===== src/rtl/plb_pkg.sv =====
// ----------------------------------------------------------------------------
// plb_pkg: shared types and constants of the price level book
// Level entries, command codes, walk tokens and register indexes.
// ----------------------------------------------------------------------------
package plb_pkg;

	localparam int LEVELS = 32;
	localparam int LVL_W  = $clog2(LEVELS);
	// Cumulative size over all levels of one side.
	localparam int ACC_W  = 32 + LVL_W;

	localparam logic [2:0] REG_UNCROSS_EN = 3'd0;
	localparam logic [2:0] REG_OPEN_MS    = 3'd1;
	localparam logic [2:0] REG_CLOSE_MS   = 3'd2;
	localparam logic [2:0] REG_LOT_SIZE   = 3'd3;
	localparam logic [2:0] REG_THRESHOLD  = 3'd4;

	localparam logic [1:0] ACT_BID_ADD = 2'd0;
	localparam logic [1:0] ACT_BID_DEL = 2'd1;
	localparam logic [1:0] ACT_ASK_ADD = 2'd2;
	localparam logic [1:0] ACT_ASK_DEL = 2'd3;

	typedef enum logic [2:0] {
		CMD_IDLE,
		CMD_ACC,
		CMD_INS,
		CMD_DEL,
		CMD_POP
	} cmd_op_t;

	typedef struct packed {
		logic               v;
		logic signed [31:0] price;
		logic [31:0]        size;
	} level_t;

	typedef struct packed {
		cmd_op_t            op;
		logic signed [31:0] price;
		logic [31:0]        size;
	} cmd_t;

	typedef struct packed {
		logic               found;
		logic signed [31:0] price;
		logic [ACC_W-1:0]   acc;
	} walk_t;

	typedef enum logic [2:0] {
		ST_IDLE,
		ST_FIND,
		ST_APPLY,
		ST_UNCROSS,
		ST_CHECK,
		ST_WALK,
		ST_DIV,
		ST_OUT
	} state_t;

endpackage


===== src/rtl/plb_div.sv =====
// ----------------------------------------------------------------------------
// plb_div: restoring divider for the lot count
// Divides a cumulative size by the lot size, one quotient bit per cycle.
// ----------------------------------------------------------------------------
module plb_div (
	input  logic                      clk,
	input  logic                      arst_n,
	input  logic                      start,
	input  logic [plb_pkg::ACC_W-1:0] dividend,
	input  logic [15:0]               divisor,
	output logic                      busy,
	output logic [plb_pkg::ACC_W-1:0] quotient
);
	import plb_pkg::*;

	localparam int CNT_W = $clog2(ACC_W + 1);

	logic             busy_q;
	logic [CNT_W-1:0] cnt_q;
	logic [15:0]      rem_q;
	logic [15:0]      div_q;
	logic [ACC_W-1:0] quo_q;
	logic [16:0]      trial;
	logic             fits;

	assign busy     = busy_q;
	assign quotient = quo_q;
	assign trial    = {rem_q, quo_q[ACC_W-1]};
	assign fits     = (trial >= {1'b0, div_q});

	always_ff @(posedge clk or negedge arst_n) begin
		if (!arst_n) begin
			busy_q <= 1'b0;
			cnt_q  <= '0;
		end else if (start) begin
			busy_q <= 1'b1;
			cnt_q  <= CNT_W'(ACC_W);
		end else if (busy_q) begin
			cnt_q <= cnt_q - 1'b1;
			if (cnt_q == CNT_W'(1)) busy_q <= 1'b0;
		end
	end

	always_ff @(posedge clk) begin
		if (start) begin
			rem_q <= '0;
			div_q <= divisor;
			quo_q <= dividend;
		end else if (busy_q) begin
			rem_q <= fits ? 16'(trial - {1'b0, div_q}) : trial[15:0];
			quo_q <= {quo_q[ACC_W-2:0], fits};
		end
	end

endmodule


===== config.mk =====
export PLATFORM = sky130hd
export DESIGN_NAME = plb_div
export DESIGN_NICKNAME = d
export VERILOG_FILES = /design/src/rtl/plb_pkg.sv /design/src/rtl/plb_div.sv
export SDC_FILE = /design/constraint.sdc
export NUM_CORES = 1
export LEC_CHECK = 0
export ABC_AREA = 1
export BUFFER_PORTS_ARGS = -buffer_cell sky130_fd_sc_hd__buf_2
export CORE_MARGIN = 1
export CORE_UTILIZATION = 30
export CTS_BUF_LIST = sky130_fd_sc_hd__clkbuf_16
export DETAILED_ROUTE_END_ITERATION = 6
export PLACE_DENSITY_LB_ADDON = 0.08
export SYNTH_ARGS = -nofsm -noshare
export SYNTH_HDL_FRONTEND = slang
export SYNTH_SLANG_ARGS = --single-unit

===== constraint.sdc =====
create_clock -name clk -period 1.9 [get_ports clk]
set_input_delay 0.19 -clock clk [delete_from_list [all_inputs] [get_ports clk]]
set_output_delay 0.19 -clock clk [all_outputs]
set_load 0.05 [all_outputs]

==> run summary <==
drt pass-1 iters -> 5
hold depth -> 1
reg2reg end -> rem_q[0]
Fin Hold WS -> 0.0201 ns
hpwl dp -> 8120 um
worst slack at placement -> -0.0401 ns
fin crit share -> 0.948
Total GRT Usage -> 0.162
Setup Crit Path Kind -> register to register
largest net degree at the start of global routing -> 56
GRT overflow -> 0
crit path launch type -> register
#FFs+latches synth -> 76
top achievable clock speed -> 0.555 GHz
Register-to-Register Setup Slack -> 0.1 ns
GPL Wtd Cong -> 0.822
clock buffer count from CTS -> 9
Worst slew margin -> 0.588
Crit. End Element -> register
CTS tree -> yes
Cell Chain, Critical Path -> ha_4, nand2_1, nor2_2, nand2_2, o21ai_2, nor2_4, buf_4, nand3_1, nand3_1, o21ai_0
Layout Nets -> 730
adder-cell area share of the yosys netlist -> 0.0575
synthesized cell area -> 4260 um^2
Worst Hold Class -> input pin to register
Mapped Avg Cell Area -> 7.94 um^2
final hold violations -> 0
mux cell area share after synthesis -> 0
GR Util met1 -> 0.198
worst reg2reg path depth -> 10
Top Family by Delay on Critical Path -> simple AND/OR/NAND/NOR gates
routing usage on met2 -> 0.262
Post-synth EDFFs -> 53
Max Slew Vio Count -> 0
global-route wire length before repair -> 17900 um
Seq/Total Area, Yosys -> 0.490
drt drc -> 0
total wire length -> 11500 um
Placement Rows -> 43
Critical path buffers and inverters -> 1
Post-Synth XOR/XNOR Area -> 0.0123
die area -> 14700 um^2
# diodes -> 0
yosys warns -> 0
fin area -> 5750 um^2
Core Box Area -> 13900 um^2
WL/cell -> 13.7 um
die height -> 121 um
setup ws final -> 0.0996 ns
Die X -> 121 um
via count of the first global-routing pass -> 3730
crit-path max FO -> 5
Period minus WS final -> 1.80 ns
slowest CP cell -> dfxtp_1
Hold Path Sink -> div_q[14]
worst-margin pin slew -> 0.615 ns
Reg-to-Reg Start -> rem_q[10]
H-tree levels -> 3
DRT iter0 DRCs -> 160
RSZ-0062 raised after global routing -> true
clock skew -> 0.00774 ns
Crit path top cell by count -> nand3_1
Hold Crit Start -> divisor[14]
area of placed instances -> 5100 um^2
Peak VDD IR -> 0.428 mV
CTS max path bufs -> 2
Pleak -> 2.87 nW
IO Port Bufs -> 93
Simple-Gate Fraction of Synth Area -> 0.312
Cells after Synth -> 537
max-cap violations -> 0
setup_tns -> 0 ns
Synth-to-Final Area Change -> 34.9%
Pwr Total -> 7.72 mW
Post-synth top flop -> edfxtp_1
Crit path largest cell delay -> 0.46 ns
M3 GR Usage -> 0.0555
Reg area -> 2090 um^2
power per cell area -> 1340 nW/um^2
multi-input logic area -> 2140 um^2
Compound-Gate Fraction of Synth Area -> 0.0417
Initial Util -> 0.307
fraction of layout cells with a size suffix above 1 -> 0.311
FILL cells -> 1478
Vias/cell -> 4.44
Setup Viol. Count Final -> 0
outcome -> complete, no violations
initial antenna violation count -> 0
Post-Syn Nets -> 612
Clock Pin Slew Worst Setup and Hold Paths -> 0.06 ns
Ports -> 94
DRT antenna net count -> 0
Root Buffer -> clkbuf_16
main combinational cell family by area after synthesis -> simple AND/OR/NAND/NOR gates
Netlist cell types -> 35
via count -> 3733
gr busiest metal -> met2
clk_lat worst skew -> 0.34 ns
Worst Path Arrival -> 2.02 ns
Async SR Flop Fraction -> 0.0921
clk sinks -> 76
WP data required -> 2.12 ns
-- routing by layer --
layer / wire length (um) / vias up
met5: 0 / -
met4: 209 / 0
met3: 748 / 15
met2: 5270 / 93
met1: 5240 / 1681
li1: - / 1944
-- flip-flops by register name, summed over array words and instances, names as in the netlist --
name      cells
rem_q        16
cnt_q         6
busy          1
div_q        16
quotient     37
-- worst register-to-register path, stage by stage, from the launching register on --
cell	delay [ns]
dfxtp_1	0.46
ha_4	0.26
nand2_1	0.11
nor2_2	0.05
nand2_2	0.08
o21ai_2	0.08
nor2_4	0.23
buf_4	0.19
nand3_1	0.07
nand3_1	0.07
o21ai_0	0.08
-- stage by stage --
| stage | cells | utilization |
|---|---|---|
| CTS | 837 | 0.393 |
| global placement | 819 | 0.367 |
| floorplan | 537 | - |
| detailed placement | 819 | 0.367 |
| global route | 840 | 0.414 |
| finish | 840 | 0.414 |
-- logic make-up after synthesis --
group                    count (synthesis)
buffers and inverters                   93
AND/OR/NAND/NOR                        312
XOR/XNOR                                 6
adder cells (fa/ha/maj)                 19
flip-flops                              76
AO/OA/AOI/OAI                           31
-- cells in the mapped netlist, types with 4 or more instances --
cell	count	share of area
a21oi_1	11	0.013
clkbuf_1	8	0.0070
dfrtp_1	7	0.041
dfxtp_1	16	0.075
edfxtp_1	53	0.37
ha_1	18	0.053
inv_1	79	0.070
nand2_1	223	0.20
nand3_1	37	0.043
nand3_2	5	0.012
nand3b_1	6	0.011
nand4_1	4	0.0059
nor2_1	21	0.018
nor3_1	5	0.0059
o21ai_0	11	0.013
xnor2_1	5	0.010
-- power by group --
part           leakage (nW)  total, mW  internal (mW)  switching [mW]
sequential            0.775       2.34           2.08           0.261
clock                 0.148       1.68          0.994           0.688
combinational          1.94       3.70           1.51            2.19
-- layout make-up --
type                    instances  area share
multi-input cells             368       0.371
well taps                     180      0.0392
clock buffers                   9      0.0392
inverters                      79      0.0516
flip-flops and latches         76       0.363
repair buffers                121       0.126
clock inverters                 7     0.00979
-- repair_timing --
| item | CTS | global route |
|---|---|---|
| gates cloned | 0 | 1 |
| endpoints found under the hold margin | 7 | 0 |
| setup endpoints to repair | 14 | 17 |
| resized for setup | 12 | 61 |
| pin swaps | 1 | 9 |
| hold buffers | 1 | 0 |
| setup buffers | 1 | 2 |
-- worst max-delay path by stage --
stage,startpoint,endpoint,slack (ns),cells after the start
detailed placement,div_q[4],rem_q[0],-0.04,11
global placement,div_q[15],rem_q[3],-0.07,11
CTS,div_q[12],rem_q[0],0.0004,9
global route,div_q[0],rem_q[12],-0.02,10
finish,rem_q[10],rem_q[0],0.1,10
floorplan,quotient[36],rem_q[6],-0.07,12
-- layout by cell type, fill, tap and decap left out, types with 13 or more instances in the layout --
| cell type | Yosys | routed |
|---|---|---|
| nand2_1 | 223 | 208 |
| ha_4 | 0 | 14 |
| dfxtp_1 | 16 | 13 |
| edfxtp_1 | 53 | 53 |
| buf_4 | 2 | 20 |
| nand3_1 | 37 | 32 |
| buf_2 | 2 | 93 |
| inv_1 | 79 | 75 |
| nor2_1 | 21 | 16 |
| nand2_2 | 3 | 14 |
Note: power is estimated with default switching activity, not from simulation.
