File: config.mk
export PLATFORM = sky130hd
export DESIGN_NAME = plb_cell
export DESIGN_NICKNAME = d
export VERILOG_FILES = /design/src/rtl/plb_pkg.sv /design/src/rtl/plb_cell.sv
export SDC_FILE = /design/constraint.sdc
export NUM_CORES = 1
export LEC_CHECK = 0
export ABC_AREA = 1
export BUFFER_PORTS_ARGS = -buffer_cell sky130_fd_sc_hd__buf_2
export CAP_MARGIN = 20
export CORE_MARGIN = 2
export CORE_UTILIZATION = 40
export DETAILED_ROUTE_END_ITERATION = 7
export SLEW_MARGIN = 20
export SYNTH_ARGS = -nofsm -noshare
export SYNTH_HDL_FRONTEND = slang
export SYNTH_SLANG_ARGS = --single-unit
File: constraint.sdc
create_clock -name clk -period 8.75 [get_ports clk]
set_input_delay 0.875 -clock clk [delete_from_list [all_inputs] [get_ports clk]]
set_output_delay 0.875 -clock clk [all_outputs]
set_load 0.02 [all_outputs]
File: src/rtl/plb_pkg.sv
// ----------------------------------------------------------------------------
// plb_pkg: shared types and constants of the price level book
// Level entries, command codes, walk tokens and register indexes.
// ----------------------------------------------------------------------------
package plb_pkg;

	localparam int LEVELS = 32;
	localparam int LVL_W  = $clog2(LEVELS);
	// Cumulative size over all levels of one side.
	localparam int ACC_W  = 32 + LVL_W;

	localparam logic [2:0] REG_UNCROSS_EN = 3'd0;
	localparam logic [2:0] REG_OPEN_MS    = 3'd1;
	localparam logic [2:0] REG_CLOSE_MS   = 3'd2;
	localparam logic [2:0] REG_LOT_SIZE   = 3'd3;
	localparam logic [2:0] REG_THRESHOLD  = 3'd4;

	localparam logic [1:0] ACT_BID_ADD = 2'd0;
	localparam logic [1:0] ACT_BID_DEL = 2'd1;
	localparam logic [1:0] ACT_ASK_ADD = 2'd2;
	localparam logic [1:0] ACT_ASK_DEL = 2'd3;

	typedef enum logic [2:0] {
		CMD_IDLE,
		CMD_ACC,
		CMD_INS,
		CMD_DEL,
		CMD_POP
	} cmd_op_t;

	typedef struct packed {
		logic               v;
		logic signed [31:0] price;
		logic [31:0]        size;
	} level_t;

	typedef struct packed {
		cmd_op_t            op;
		logic signed [31:0] price;
		logic [31:0]        size;
	} cmd_t;

	typedef struct packed {
		logic               found;
		logic signed [31:0] price;
		logic [ACC_W-1:0]   acc;
	} walk_t;

	typedef enum logic [2:0] {
		ST_IDLE,
		ST_FIND,
		ST_APPLY,
		ST_UNCROSS,
		ST_CHECK,
		ST_WALK,
		ST_DIV,
		ST_OUT
	} state_t;

endpackage

File: src/rtl/plb_cell.sv
// ----------------------------------------------------------------------------
// plb_cell: one price level of a sorted side chain
// Holds one level, inserts and removes by shifting with its neighbors, and
// carries the cumulative lot search token one cell per cycle.
// ----------------------------------------------------------------------------
module plb_cell (
	input  logic           clk,
	input  logic           arst_n,
	input  logic           high_first,
	input  plb_pkg::cmd_t  cmd,
	input  logic [15:0]    lot,
	input  plb_pkg::level_t prev_lvl,
	input  plb_pkg::level_t next_lvl,
	input  logic           prev_worse,
	input  logic           shift_in,
	input  plb_pkg::walk_t walk_in,
	output plb_pkg::level_t lvl,
	output logic           worse,
	output logic           shift_out,
	output logic           match,
	output logic           err,
	output plb_pkg::walk_t walk_out
);
	import plb_pkg::*;

	level_t           lvl_q;
	walk_t            walk_q;
	walk_t            walk_d;
	logic             kill;
	logic [32:0]      sum;
	logic [ACC_W-1:0] acc;

	assign lvl      = lvl_q;
	assign walk_out = walk_q;
	assign match    = lvl_q.v && (lvl_q.price == cmd.price);
	assign err      = match && (cmd.size > lvl_q.size);
	assign worse    = !lvl_q.v || (high_first ? (lvl_q.price < cmd.price)
	                                          : (lvl_q.price > cmd.price));
	assign kill      = (cmd.op == CMD_DEL) && match && (cmd.size >= lvl_q.size);
	assign shift_out = shift_in || kill;
	assign sum       = {1'b0, lvl_q.size} + {1'b0, cmd.size};
	assign acc       = walk_in.acc + ACC_W'(lvl_q.size);

	always_comb begin
		walk_d = walk_in;
		if (!walk_in.found && lvl_q.v) begin
			walk_d.acc   = acc;
			walk_d.price = lvl_q.price;
			walk_d.found = (acc >= ACC_W'(lot));
		end
	end

	always_ff @(posedge clk or negedge arst_n) begin
		if (!arst_n) begin
			lvl_q  <= '0;
			walk_q <= '0;
		end else begin
			walk_q <= walk_d;
			case (cmd.op)
				CMD_ACC: begin
					if (match) lvl_q.size <= sum[32] ? 32'hFFFF_FFFF : sum[31:0];
				end
				CMD_INS: begin
					if (worse) begin
						if (prev_worse) lvl_q <= prev_lvl;
						else lvl_q <= '{v: 1'b1, price: cmd.price, size: cmd.size};
					end
				end
				CMD_DEL, CMD_POP: begin
					if (shift_out) lvl_q <= next_lvl;
					else if (match) lvl_q.size <= lvl_q.size - cmd.size;
				end
				default: ;
			endcase
		end
	end

endmodule

==> out/metrics.csv, run 1 <==
metric,value,unit
synth_top_family_by_area,simple AND/OR/NAND/NOR gates,
cp-end-kind,output pin,
p_leak,11.26,nW
slew-limit-headroom,35.64,%
cpPeakStageDelay,0.43,ns
synthCells,2756,
finClkSkew,0.01843,ns
cp-start-kind,primary input,
arrival,3.69,ns
htreeDepth,4,
clk_latency,0.46,ns
vdd_ir_drop_max,113.6,uV
dieArea,42230,um^2
start_util,40.69,%
drt-initial-drc-count,1669,
cts_made_buffers,17,
critPathSlowestCell,fa_1,
rsz0062_at_grt,false,
remaining_drc_errors,0,
row_count,73,
worstMarginPinSlew,0.9632,ns
fin_nets,3549,
required,7.88,ns
crit_buf_inv,3,
cts_tree,yes,
cts_resized,0,
routabilityCongestion,1.075,
grt_pass1_wl,102.4,mm
crit_type,primary input to output pin,
antenna_found_initial,4,
cts_buffer_depth,2,
hold_buffers,0,
clk_pin_slew_worst_paths,0.07,ns
postRouteAntennaNets,0,
powerDensity,306.1,nW/um^2
synth.avg_cell_area,5.892,um^2
cts.sinks,135,
max_freq,218.8,MHz
path_cells,"buf_2, ha_1, fa_1, inv_1, nand3_1, nand2_2, nand2_1, nand2_2, nand2_1, nand2_1, nand2_1, nand2_1, nand2_2, nand2_4, nand2_4, buf_2",
num_vias,19090,
io_pins,427,
synth-compound-area-share,9.346,%
fillers,4320,
synthMuxAreaShare,1.911,%
viasPerCell,5.224,
synth_xor_area_share,2.427,%
grt-ovfl-total,0,
crit_top_cell,nand2_1,
coreArea,39910,um^2
synth_area_leader_cell,nand2_1,
grt_pass1_vias,17820,
synthesis.area,16240,um^2
syn_to_final_growth,18.45,%
fin_tns_setup,0,ns
status,"complete, no violations",
yosys_register_bits,135,
hold_viol_final,0,
setup_viol,0,
layout-drive-gt1-share,16.38,%
synth_top_area_share,24.13,%
syn-num-nets,3191,
die_x,205.5,um
grt_usage,32.19,%
ys_types,44,
avgRoutedWirePerCell,19.08,um
root_buffer,clkbuf_16,
yosys.area_share.simple,41.27,%
dp_hpwl,58.42,mm
drtPass1Iterations,7,
cts_setup_buffers,0,
synthAdderAreaFrac,11.46,%
utilization,48.19,%
min_path_type,primary input to asynchronous set/reset pin,
final-max-slew-violation-count,0,
grt_max_degree,80,
yosys_warnings,0,
synth.yosys.seq_area_share,20.80,%
crit_fanout,34,
finalCritPeriodShare,52.23,%
die-height,205.5,um
path_delay_family,simple AND/OR/NAND/NOR gates,
period_needed,4.570,ns
synth.area.top_cells,"nand2_1, dfrtp_1, ha_1",
wl,69.71,mm
max-cap-violations,0,
portBuffers,426,
power,5.888,mW
[cell type report]
type | count | area, um^2 | area share [%]
sequential | 135 | 3378 | 17.56
inverter | 422 | 1584 | 8.235
timing repair buffer | 435 | 2221 | 11.55
clock inverter | 12 | 118.9 | 0.6180
tap | 525 | 656.9 | 3.415
multi-input combinational | 2103 | 10830 | 56.28
antenna | 3 | 7.507 | 0.03903
clock buffer | 19 | 442.9 | 2.303
[report_power, final]
part           internal [mW]  leakage, nW  total [mW]  switching, mW
Combinational           1.30         9.35        4.11           2.81
Sequential             0.790         1.63        1.08          0.292
Clock                  0.400        0.267       0.695          0.295
Total                   2.49         11.3        5.89           3.40
[registers in the layout, indices dropped and copies added (netlist names)]
register	count
lvl	65
walk_out	70
[path summary, 6_finish.rpt]
check	startpoint	end	slack [ns]	depth (start not counted)
max	cmd[0]	shift_out	4.18	16
min	arst_n	walk_out[56]	0.38	1
max reg2reg	lvl[22]	lvl[11]	4.37	14
min reg2reg	lvl[32]	lvl[32]	0.53	2
max in group asynchronous	arst_n	lvl[42]	7.17	3
min in group clk	lvl[32]	lvl[32]	0.53	2
[cells in the final DEF (no fill, tap or decap), types with 8 or more instances in the layout]
cell       instances
buf_2            424
xor2_1            32
inv_2              8
o21ai_0          139
ha_1             144
dfrtp_1          135
inv_1            413
nand2_2           18
nand3_1          183
buf_4              9
mux2i_1           31
and2_1            11
xnor2_1           13
nand4_1           99
a31oi_1           11
nor2_1           193
nor3_1            17
a21oi_1           85
nand2_1         1042
clkbuf_16         17
nand3b_1           9
o21bai_1          16
o21ai_1           21
[synth_stat cells, drive strengths merged]
cell,instances
o22ai,1
nor2,199
a31oi,11
fa,3
nand2,1064
and3,2
nand3,185
inv,421
o21ai,163
buf,52
o21a,2
nor4,5
mux2i,31
dfrtp,135
nand3b,9
a21o,4
nand4,99
o21bai,16
a21oi,87
nor3,21
clkinv,1
xnor2,13
and2,11
and2b,1
ha,144
clkbuf,44
xor2,32
[routing by layer]
metal | vias up | routed length [um] | track usage [%]
met5 | - | 0 | 0
met4 | 0 | 2089 | 11.28
met3 | 109 | 4978 | 4.640
met2 | 736 | 31580 | 51.58
met1 | 8828 | 31060 | 44.07
li1 | 9417 | - | -
[logic make-up (layout without fill, tap and decap cells)]
| logic type | count (synthesis) | after routing |
|---|---|---|
| xor+xnor | 45 | 45 |
| fa+ha+maj | 147 | 147 |
| compound gates | 284 | 284 |
| flops | 135 | 135 |
| simple gates | 1596 | 1596 |
| other cells | 0 | 3 |
| mux | 31 | 31 |
| buf+inv | 518 | 888 |
[stage by stage]
stage | instance area [um^2] | worst slack [ns] | hold WS [ns] | std cells
after global placement | 18640 | 4.138 | 0.4967 | 3619
after global routing | 19230 | 3.993 | 0.4349 | 3653
after floorplan | 16240 | 5.228 | 0.5794 | 2756
final | 19230 | 4.180 | 0.3818 | 3654
after CTS | 19200 | 4.235 | 0.3923 | 3650
after detailed placement | 18640 | 4.003 | 0.5182 | 3619
(Power assumes the default switching activity.)
==> run 2: changes to the inputs <==
--- a/config.mk
+++ b/config.mk
@@ -11,6 +11,7 @@
 export CORE_MARGIN = 2
 export CORE_UTILIZATION = 40
 export DETAILED_ROUTE_END_ITERATION = 7
+export PLACE_DENSITY = 0.66
 export SLEW_MARGIN = 20
 export SYNTH_ARGS = -nofsm -noshare
 export SYNTH_HDL_FRONTEND = slang
==> constraint.sdc (replaced) <==
create_clock -name clk -period 4.14 [get_ports clk]
set_input_delay 0.414 -clock clk [delete_from_list [all_inputs] [get_ports clk]]
set_output_delay 0.414 -clock clk [all_outputs]
set_load 0.02 [all_outputs]
==> out/metrics.csv, run 2 (same netlist as run 1, synthesis figures left out) <==
metric,value,unit
clk_pin_slew_worst_paths,0.07,ns
power.switching,7.391,mW
reg2reg_to,walk_out[69],
dp_hpwl,62.55,mm
fin_nets,3586,
routabilityCongestion,0.9743,
postRouteAntennaNets,0,
comb_power_share,71.0,%
grt_max_degree,77,
endpoint,shift_out,
power,12.89,mW
num_vias,19480,
grt_pass1_wl,109.7,mm
cts_resized,0,
setup_viol,0,
grt_pass1_vias,18630,
r2r_slack,0.58,ns
finClkSkew,0.01769,ns
die-height,205.5,um
drtPass1Iterations,6,
syn_to_final_growth,20.26,%
p_sw_share,57.33,%
period_needed,3.663,ns
min_from,walk_in[54],
grt-ovfl-total,0,
clk_latency,0.48,ns
clkPwrFrac,12.4,%
start_util,40.69,%
hold_viol_final,0,
htreeDepth,4,
cts_buffer_depth,2,
intPower,5.501,mW
status,"complete, no violations",
layout-drive-gt1-share,17.33,%
p_leak,11.45,nW
grt_usage,34.96,%
fin_tns_setup,0,ns
cp-start-kind,flip-flop,
worstRegToRegCells,28,
viasPerCell,5.281,
cp-end-kind,output pin,
portBuffers,426,
vdd_ir_drop_max,352.4,uV
most-common-layout-cells,"nand2_1, buf_2, inv_1, nor2_1, nand3_1",
powerDensity,660.2,nW/um^2
row_count,73,
max-cap-violations,0,
finalCritPeriodShare,88.48,%
crit_fanout,15,
min_path_type,primary input to flip-flop,
n_antenna_cell,0,
seq_power_share,16.7,%
cts.sinks,135,
arrival,3.25,ns
dieArea,42230,um^2
final-max-slew-violation-count,0,
cts_made_buffers,17,
final_common_cell,nand2_1,
crit_type,flip-flop to output pin,
slew-limit-headroom,41.98,%
required,3.73,ns
drt-initial-drc-count,1563,
antenna_found_initial,1,
largest_reg_flops,70,
worstSetupStartpoint,lvl[5],
io_pins,427,
worstMarginPinSlew,0.8702,ns
r2r_start,lvl[0],
cts_tree,yes,
die_x,205.5,um
coreArea,39910,um^2
avgRoutedWirePerCell,20.26,um
rsz0062_at_grt,false,
root_buffer,clkbuf_16,
wl,74.70,mm
remaining_drc_errors,0,
max_freq,273.0,MHz
==> run 2: cell types whose count changed in the layout (fill, tap and decap cells not counted) <==
cell,previous run,this run
nor2_4,3,2
clkinv_4,3,5
clkinvlp_4,3,2
diode_2,3,0
buf_4,9,45
clkinv_2,1,0
bufinv_16,1,2
dlygate4sd3_1,0,1
inv_6,4,3
nor2_2,3,4
==> run 2: per-layer routing <==
layer / global-route usage (%) / share of wire, % / up-vias
li1: - / - / 9515
met1: 47.44 / 44 / 9110
met2: 56.14 / 46 / 732
met3: 5.385 / 6.9 / 117
met4: 12.46 / 3.6 / 2
met5: 0 / 0.017 / -
==> run 2: stage by stage <==
stage | cell area (um^2) | instances | hold WS (ns) | utilization, % | setup WS, ns
global placement | 18930 | 3656 | 0.4987 | 47.43 | 0.5411
detailed placement | 18930 | 3656 | 0.5143 | 47.43 | 0.5182
global route | 19530 | 3688 | 0.1356 | 48.93 | 0.1720
floorplan | 16240 | 2756 | 0.1184 | - | 0.9418
CTS | 19530 | 3688 | 0.1073 | 48.93 | 0.5253
finish | 19530 | 3688 | 0.1368 | 48.93 | 0.4768
==> run 2: worst min-delay path by stage <==
stage | end | cells after the start
finish | walk_out[54] | 3
global route | walk_out[45] | 3
detailed placement | lvl[62] | 1
CTS | walk_out[57] | 3
floorplan | lvl[0] | 0
global placement | lvl[62] | 1
==> run 2: cell type report <==
class / instances / area (um^2)
clock buffers: 19 / 442.9
clock inverters: 12 / 145.1
fillers: 4383 / 20390
inverters: 422 / 1584
multi-input cells: 2103 / 10820
flip-flops and latches: 135 / 3378
well taps: 525 / 656.9
repair buffers: 472 / 2501
==> run 2: power groups by stage <==
stage	logic, mW	clock network (mW)	registers, mW
6_report	9.15	1.59	2.15
5_1_grt	10.1	1.66	2.18
4_1_cts	9.03	1.62	2.12
3_5_place_dp	8.99	0	2.15
3_3_place_gp	8.95	0	2.14
2_1_floorplan	5.56	0	2.44
==> run 2: worst max-delay path, stage by stage (launching register included) <==
cell	delay (ns)
dfrtp_1	0.51
ha_1	0.58
nand2_1	0.19
nor2_2	0.24
nand2_1	0.11
nand2_2	0.11
nand2_1	0.06
nand2_1	0.09
nand2_1	0.06
nand2_1	0.09
nand2_2	0.07
nand2_4	0.19
nand2_4	0.22
buf_2	0.25
==> run 2: repair_timing <==
action / CTS / global route
hold buffers: 1 / 0
setup buffers: 0 / 0
endpoints found under the hold margin: 25 / 0
